===== src/tadv_pkg.sv =====
// Package for the triple attack/decay VCA: shared constants, the exp2 table,
// the constant dividers, the rate/gain bundle type and the register index codes.
// No dependencies.
package tadv_pkg;

    localparam int NUM_W  = 44;  // divider dividend width
    localparam int DEN_W  = 18;  // divider divisor width
    localparam int QUO_W  = 25;  // divider quotient width
    localparam int ENV_W  = 24;  // envelope level, Q0.24
    localparam int RATE_W = 25;  // rate (one is 2^24) and gain (Q16)
    localparam int CH_W   = 4;

    localparam logic [RATE_W-1:0] ENV_ONE    = 25'h100_0000;
    localparam logic [ENV_W-1:0]  ENV_MAX    = 24'hFF_FFFF;
    localparam logic [RATE_W-1:0] ATTACK_END = 25'd15938355;
    localparam int                TRIG_LOW   = 204;
    localparam int                TRIG_HIGH  = 4096;

    // floor division by a constant: bias the dividend by d*K to make it
    // non-negative, multiply by ceil(2^36/d), drop 36 bits, remove K
    localparam logic [31:0] DIV20_M     = 32'd3435973837;
    localparam logic [25:0] DIV20_K     = 26'd419431;
    localparam logic [29:0] DIV20_BIAS  = 30'd8388620;
    localparam logic [31:0] DIV80_M     = 32'd858993460;
    localparam logic [25:0] DIV80_K     = 26'd104858;
    localparam logic [29:0] DIV80_BIAS  = 30'd8388640;
    localparam logic [31:0] DIV100_M    = 32'd687194768;
    localparam logic [25:0] DIV100_K    = 26'd1006633;
    localparam logic [29:0] DIV100_BIAS = 30'd100663300;

    typedef enum logic [2:0] {
        CFG_CHANNELS = 3'd0,
        CFG_PITCH    = 3'd1,
        CFG_ATTACK   = 3'd2,
        CFG_DECAY    = 3'd3,
        CFG_RATE     = 3'd4,
        CFG_OUTPUTS  = 3'd5
    } cfg_index_t;

    typedef struct packed {
        logic [RATE_W-1:0] attack;
        logic [RATE_W-1:0] decay;
        logic [RATE_W-1:0] gain;
    } tadv_rates_t;

    // 2^(i/16) in Q16
    function automatic logic [17:0] tadv_exp_tab(input logic [4:0] idx);
        logic [17:0] v;
        unique case (idx)
            5'd0:  v = 18'd65536;
            5'd1:  v = 18'd68438;
            5'd2:  v = 18'd71468;
            5'd3:  v = 18'd74632;
            5'd4:  v = 18'd77936;
            5'd5:  v = 18'd81386;
            5'd6:  v = 18'd84990;
            5'd7:  v = 18'd88752;
            5'd8:  v = 18'd92682;
            5'd9:  v = 18'd96785;
            5'd10: v = 18'd101070;
            5'd11: v = 18'd105545;
            5'd12: v = 18'd110218;
            5'd13: v = 18'd115098;
            5'd14: v = 18'd120194;
            5'd15: v = 18'd125515;
            default: v = 18'd131072;
        endcase
        return v;
    endfunction

    // interpolated mantissa of 2^(frac/256), Q16
    function automatic logic [17:0] tadv_exp_mant(input logic [7:0] frac);
        logic [17:0] lo;
        logic [17:0] hi;
        logic [16:0] dlt;
        logic [21:0] acc;
        lo  = tadv_exp_tab({1'b0, frac[7:4]});
        hi  = tadv_exp_tab({1'b0, frac[7:4]} + 5'd1);
        dlt = 17'(hi - lo);
        acc = 22'(dlt * frac[3:0]) + 22'd8;
        return lo + 18'(acc >> 4);
    endfunction

    // floor(n / d) for a constant d given by its bias, offset and reciprocal
    function automatic logic signed [25:0] tadv_fdiv_const(input logic signed [29:0] n,
                                                           input logic [29:0] bias,
                                                           input logic [25:0] k,
                                                           input logic [31:0] m);
        logic [29:0] u;
        logic [59:0] p;
        u = n + bias;
        p = 60'(u[27:0]) * 60'(m);
        return $signed(26'(p >> 36) - k);
    endfunction

endpackage


===== src/tadv_div.sv =====
// Restoring divider, one quotient bit per cycle, 25-bit quotient with overflow flag.
// Depends on tadv_pkg.
module tadv_div
    import tadv_pkg::*;
(
    input  logic             clk,
    input  logic             rst_n,
    input  logic             start,
    input  logic [NUM_W-1:0] num,
    input  logic [DEN_W-1:0] den,
    output logic [QUO_W-1:0] quo,
    output logic             ovf,
    output logic             done
);
    logic [NUM_W-1:0] rem_reg;
    logic [NUM_W-1:0] dsh_reg;
    logic [QUO_W-1:0] quo_reg;
    logic             ovf_reg;
    logic [4:0]       cnt_reg;
    logic             run_reg;
    logic             done_reg;
    logic             ge;

    assign ge = rem_reg >= dsh_reg;

    always_ff @(posedge clk) begin
        if (!rst_n) begin
            run_reg  <= 1'b0;
            done_reg <= 1'b0;
            cnt_reg  <= '0;
        end else begin
            done_reg <= 1'b0;
            if (start) begin
                run_reg <= 1'b1;
                cnt_reg <= 5'(QUO_W - 1);
            end else if (run_reg) begin
                cnt_reg <= cnt_reg - 5'd1;
                if (cnt_reg == 5'd0) begin
                    run_reg  <= 1'b0;
                    done_reg <= 1'b1;
                end
            end
        end
    end

    always_ff @(posedge clk) begin
        if (start) begin
            rem_reg <= num;
            dsh_reg <= NUM_W'(den) << (QUO_W - 1);
            ovf_reg <= num >= (NUM_W'(den) << QUO_W);
            quo_reg <= '0;
        end else if (run_reg) begin
            if (ge)
                rem_reg <= rem_reg - dsh_reg;
            dsh_reg <= dsh_reg >> 1;
            quo_reg <= {quo_reg[QUO_W-2:0], ge};
        end
    end

    assign quo  = quo_reg;
    assign ovf  = ovf_reg;
    assign done = done_reg;
endmodule


===== config.mk =====
export PLATFORM = sky130hd
export DESIGN_NAME = tadv_div
export DESIGN_NICKNAME = d
export VERILOG_FILES = /design/src/tadv_pkg.sv /design/src/tadv_div.sv
export SDC_FILE = /design/constraint.sdc
export NUM_CORES = 1
export LEC_CHECK = 0
export BUFFER_PORTS_ARGS = -buffer_cell sky130_fd_sc_hd__buf_2
export CORE_MARGIN = 8
export CORE_UTILIZATION = 55
export DETAILED_ROUTE_END_ITERATION = 10
export PLACE_DENSITY = 0.76
export SKIP_LAST_GASP = 1
export SLEW_MARGIN = 20
export SYNTH_ARGS = -nofsm -noshare
export SYNTH_HDL_FRONTEND = slang
export SYNTH_SLANG_ARGS = --single-unit

===== constraint.sdc =====
create_clock -name clk -period 6.7 [get_ports clk]
set_clock_uncertainty 0.15 [all_clocks]
set_input_delay 0.335 -clock clk [delete_from_list [all_inputs] [get_ports clk]]
set_output_delay 0.335 -clock clk [all_outputs]
set_load 0.01 [all_outputs]

==> results.sh <==
export IMPL_antenna_found_initial=0
export IMPL_pre_cts_slack_ns=3.04
export IMPL_ios=92
export IMPL_path_cells="inv_1, ha_1, inv_1, fa_1, a21oi_1, nor2_1, o221ai_2, o211ai_1, a21oi_1, o31ai_2, a41oi_1, o21ai_4, buf_4"
export IMPL_p_int_mw=1.85
export IMPL_synthFlopType="edfxtp_1"
export IMPL_post_cts_setup_buffer_count=0
export IMPL_power_frac_seq_pct=32.5
export IMPL_vias=6302
export IMPL_crit_path_start="rem_reg[0]"
export IMPL_final_common_cell="buf_2"
export IMPL_p_per_area_nw_per_um2=321
export IMPL_drt_antenna_violating_nets=0
export IMPL_reg2reg_depth=13
export IMPL_design_die_area_sq_um=17900
export IMPL_drt_total_wl_um=17800
export IMPL_cts_resized=0
export IMPL_cpPeakStageDelay_ns=0.55
export IMPL_clock_tree_root_cell="clkbuf_16"
export IMPL_period_needed_ns=3.74
export IMPL_dp_hpwl_um=12800
export IMPL_path_clk_slew_ns=0.06
export IMPL_endpoint="rem_reg[21]"
export IMPL_row_count=43
export IMPL_fin_setup_tns_ns=0
export IMPL_clock_sinks=119
export IMPL_worstPathRequired_ns=6.60
export IMPL_switching_share_pct=34.3
export IMPL_coreArea_sq_um=13700
export IMPL_ctsHoldBuffers=0
export IMPL_synth_avg_cell_area_sq_um=8.98
export IMPL_fmax_ghz=0.267
export IMPL_hold_viol=0
export IMPL_drcViolationCount=0
export IMPL_fin_util_pct=64.2
export IMPL_wire_per_inst_um=15.9
export IMPL_path_depth=13
export IMPL_yosysTopAreaCell="edfxtp_1"
export IMPL_cpMaxStageDelayCell="buf_4"
export IMPL_layout_drive_gt1_share_pct=14.9
export IMPL_critPathCaptureType="flop"
export IMPL_reg2reg_to="rem_reg[21]"
export IMPL_worst_slack_ns=2.96
export IMPL_numPortBuffers=91
export IMPL_grt_max_degree=108
export IMPL_synth_area_leaders="edfxtp_1 (25%), dfxtp_1 (15%), ha_1 (10%)"
export IMPL_setup_violations=0
export IMPL_peakVddDrop_mv=0.245
export IMPL_worst_slew_pin_slew_ns=1.01
export IMPL_hold_class="primary input to flop"
export IMPL_status="finished clean"
export IMPL_maxCapViolations=0
export IMPL_slew_headroom_pct=32.4
export IMPL_reg2reg_setup_slack_ns=2.96
export IMPL_yosysWarnings=0
export IMPL_largest_register_ffs=44
export IMPL_drt_pre_antenna_iters=5
export IMPL_total_power_mw=2.82
export IMPL_die_w_um=134
export IMPL_n_antenna_cell=0
export IMPL_worst_path_buf_inv=3
export IMPL_rsz0062_at_grt="no"
export IMPL_fillCellCount=1127
export IMPL_synth_nets=979
export IMPL_stdcell_count=1117
export IMPL_crit_arrival_ns=3.65
export IMPL_yosysUniqueCellTypes=66
export IMPL_cts_tree="done"
export IMPL_grt_pass1_vias=6342
export IMPL_nNetsFinal=1052
export IMPL_setup_worst_path_start_class="flop"
export IMPL_synth_edf_count=63
export IMPL_crit_fanout=44
export IMPL_gr_total_overflow=0
export IMPL_reg2reg_from="rem_reg[0]"
export IMPL_cpLargestDelayFamily="compound AO/OA/AOI/OAI gates"
export IMPL_clkPwrFrac_pct=32.0
export IMPL_p_sw_uw=968
export IMPL_synthCells=851
export IMPL_cts_htree_levels=4
export IMPL_die_h_um=134
export IMPL_clock_latency_ns=0.43
export IMPL_groute_usage_overall_pct=20.4
export IMPL_start_util_pct=55.7
export IMPL_grt_first_pass_wirelength_um=29800
export IMPL_p_comb_share_pct=35.5
export IMPL_netlist_area_sq_um=7650
export IMPL_syn2layout_area_growth_pct=15.1
export IMPL_drt_initial_drc_count=583
export IMPL_layout_common_cells="buf_2 (90), nand2_1 (89), inv_1 (77)"
export IMPL_drv_slew=0
export IMPL_viasPerCell=5.64
export IMPL_cts_buffers=17
export IMPL_leakage_nw=3.80
export IMPL_place_congestion=0.869
export IMPL_max_clock_path_buffers=2
export IMPL_synth_top_cell_area_share_pct=24.7
export IMPL_async_flop_share_pct=0
export IMPL_crit_type="flop to flop"
export IMPL_yosysSeqAreaShare_pct=39.4
export IMPL_synth_seq_cells=119
export IMPL_place_inst=1085
export IMPL_min_period_over_period_pct=55.8
## kinds of logic (layout without fill, tap and decap cells)
kind of cell    Yosys count  after routing  share of synthesized area (%)
simple gates            243            243                           14.6
compound gates          220            220                           18.9
flops                   119            119                           39.4
buf+inv                 117            203                           5.74
fa+ha+maj                63             63                           10.4
mux                      50             50                           6.56
xor+xnor                 39             39                           4.47
## cell type report
| type | instances | area [sq um] | share of cell area [%] |
|---|---|---|---|
| Clock buffer | 20 | 479 | 5.44 |
| Clock inverter | 12 | 110 | 1.25 |
| Inverter | 77 | 289 | 3.28 |
| Multi-Input combinational cell | 615 | 4210 | 47.8 |
| Sequential cell | 119 | 3010 | 34.2 |
| Tap cell | 180 | 225 | 2.56 |
| Timing Repair Buffer | 94 | 480 | 5.46 |
## power by group through the flow
stage | Clock, mW | Sequential [mW] | Combinational, mW
after global routing | 0.940 | 0.928 | 1.12
after global placement | 0 | 0.929 | 0.972
after floorplan | 0 | 0.928 | 0.770
after CTS | 0.916 | 0.919 | 0.993
after detailed placement | 0 | 0.933 | 0.980
final | 0.902 | 0.918 | 1.00
## cells in the mapped netlist (9+ instances only)
| library cell | number |
|---|---|
| clkbuf_1 | 34 |
| o31ai_1 | 21 |
| a21o_1 | 26 |
| nand3_1 | 12 |
| xnor2_1 | 23 |
| a21oi_1 | 52 |
| dfxtp_1 | 56 |
| nor3_1 | 9 |
| xor2_1 | 16 |
| nand4_1 | 13 |
| inv_1 | 77 |
| mux2i_1 | 49 |
| edfxtp_1 | 63 |
| nand2_1 | 89 |
| a211oi_1 | 9 |
| nor2_1 | 76 |
| ha_1 | 62 |
| o21ai_0 | 52 |
## worst register-to-register path, stage by stage, from the launching register on
cell and delay [ns]:
edfxtp_1 0.32, inv_1 0.04, ha_1 0.19, inv_1 0.07, fa_1 0.21, a21oi_1 0.09
nor2_1 0.21, o221ai_2 0.18, o211ai_1 0.38, a21oi_1 0.22, o31ai_2 0.35, a41oi_1 0.24
o21ai_4 0.16, buf_4 0.55
## metrics by stage
step	area, sq um	hold slack (ns)
detailed placement	8210	0.336
CTS	8800	0.0130
finish	8800	0.0323
global placement	8210	0.322
global route	8800	0.0362
floorplan	7650	0.297
## metal layers
metal	vias up	GRT usage [%]	wire length (um)
met4	0	6.74	206
met5	-	0	0
met1	2946	25.4	8400
li1	3193	-	-
met2	142	33.3	8140
met3	21	5.80	1050
## worst min-delay path by stage
stage,from,to,depth (start not counted)
floorplan,start,ovf,0
global placement,quo[24],quo[24],2
detailed placement,quo[24],quo[24],2
CTS,rst_n,run_reg,2
global route,rst_n,run_reg,2
finish,rst_n,run_reg,2
Power figures use the tool's default switching activity.
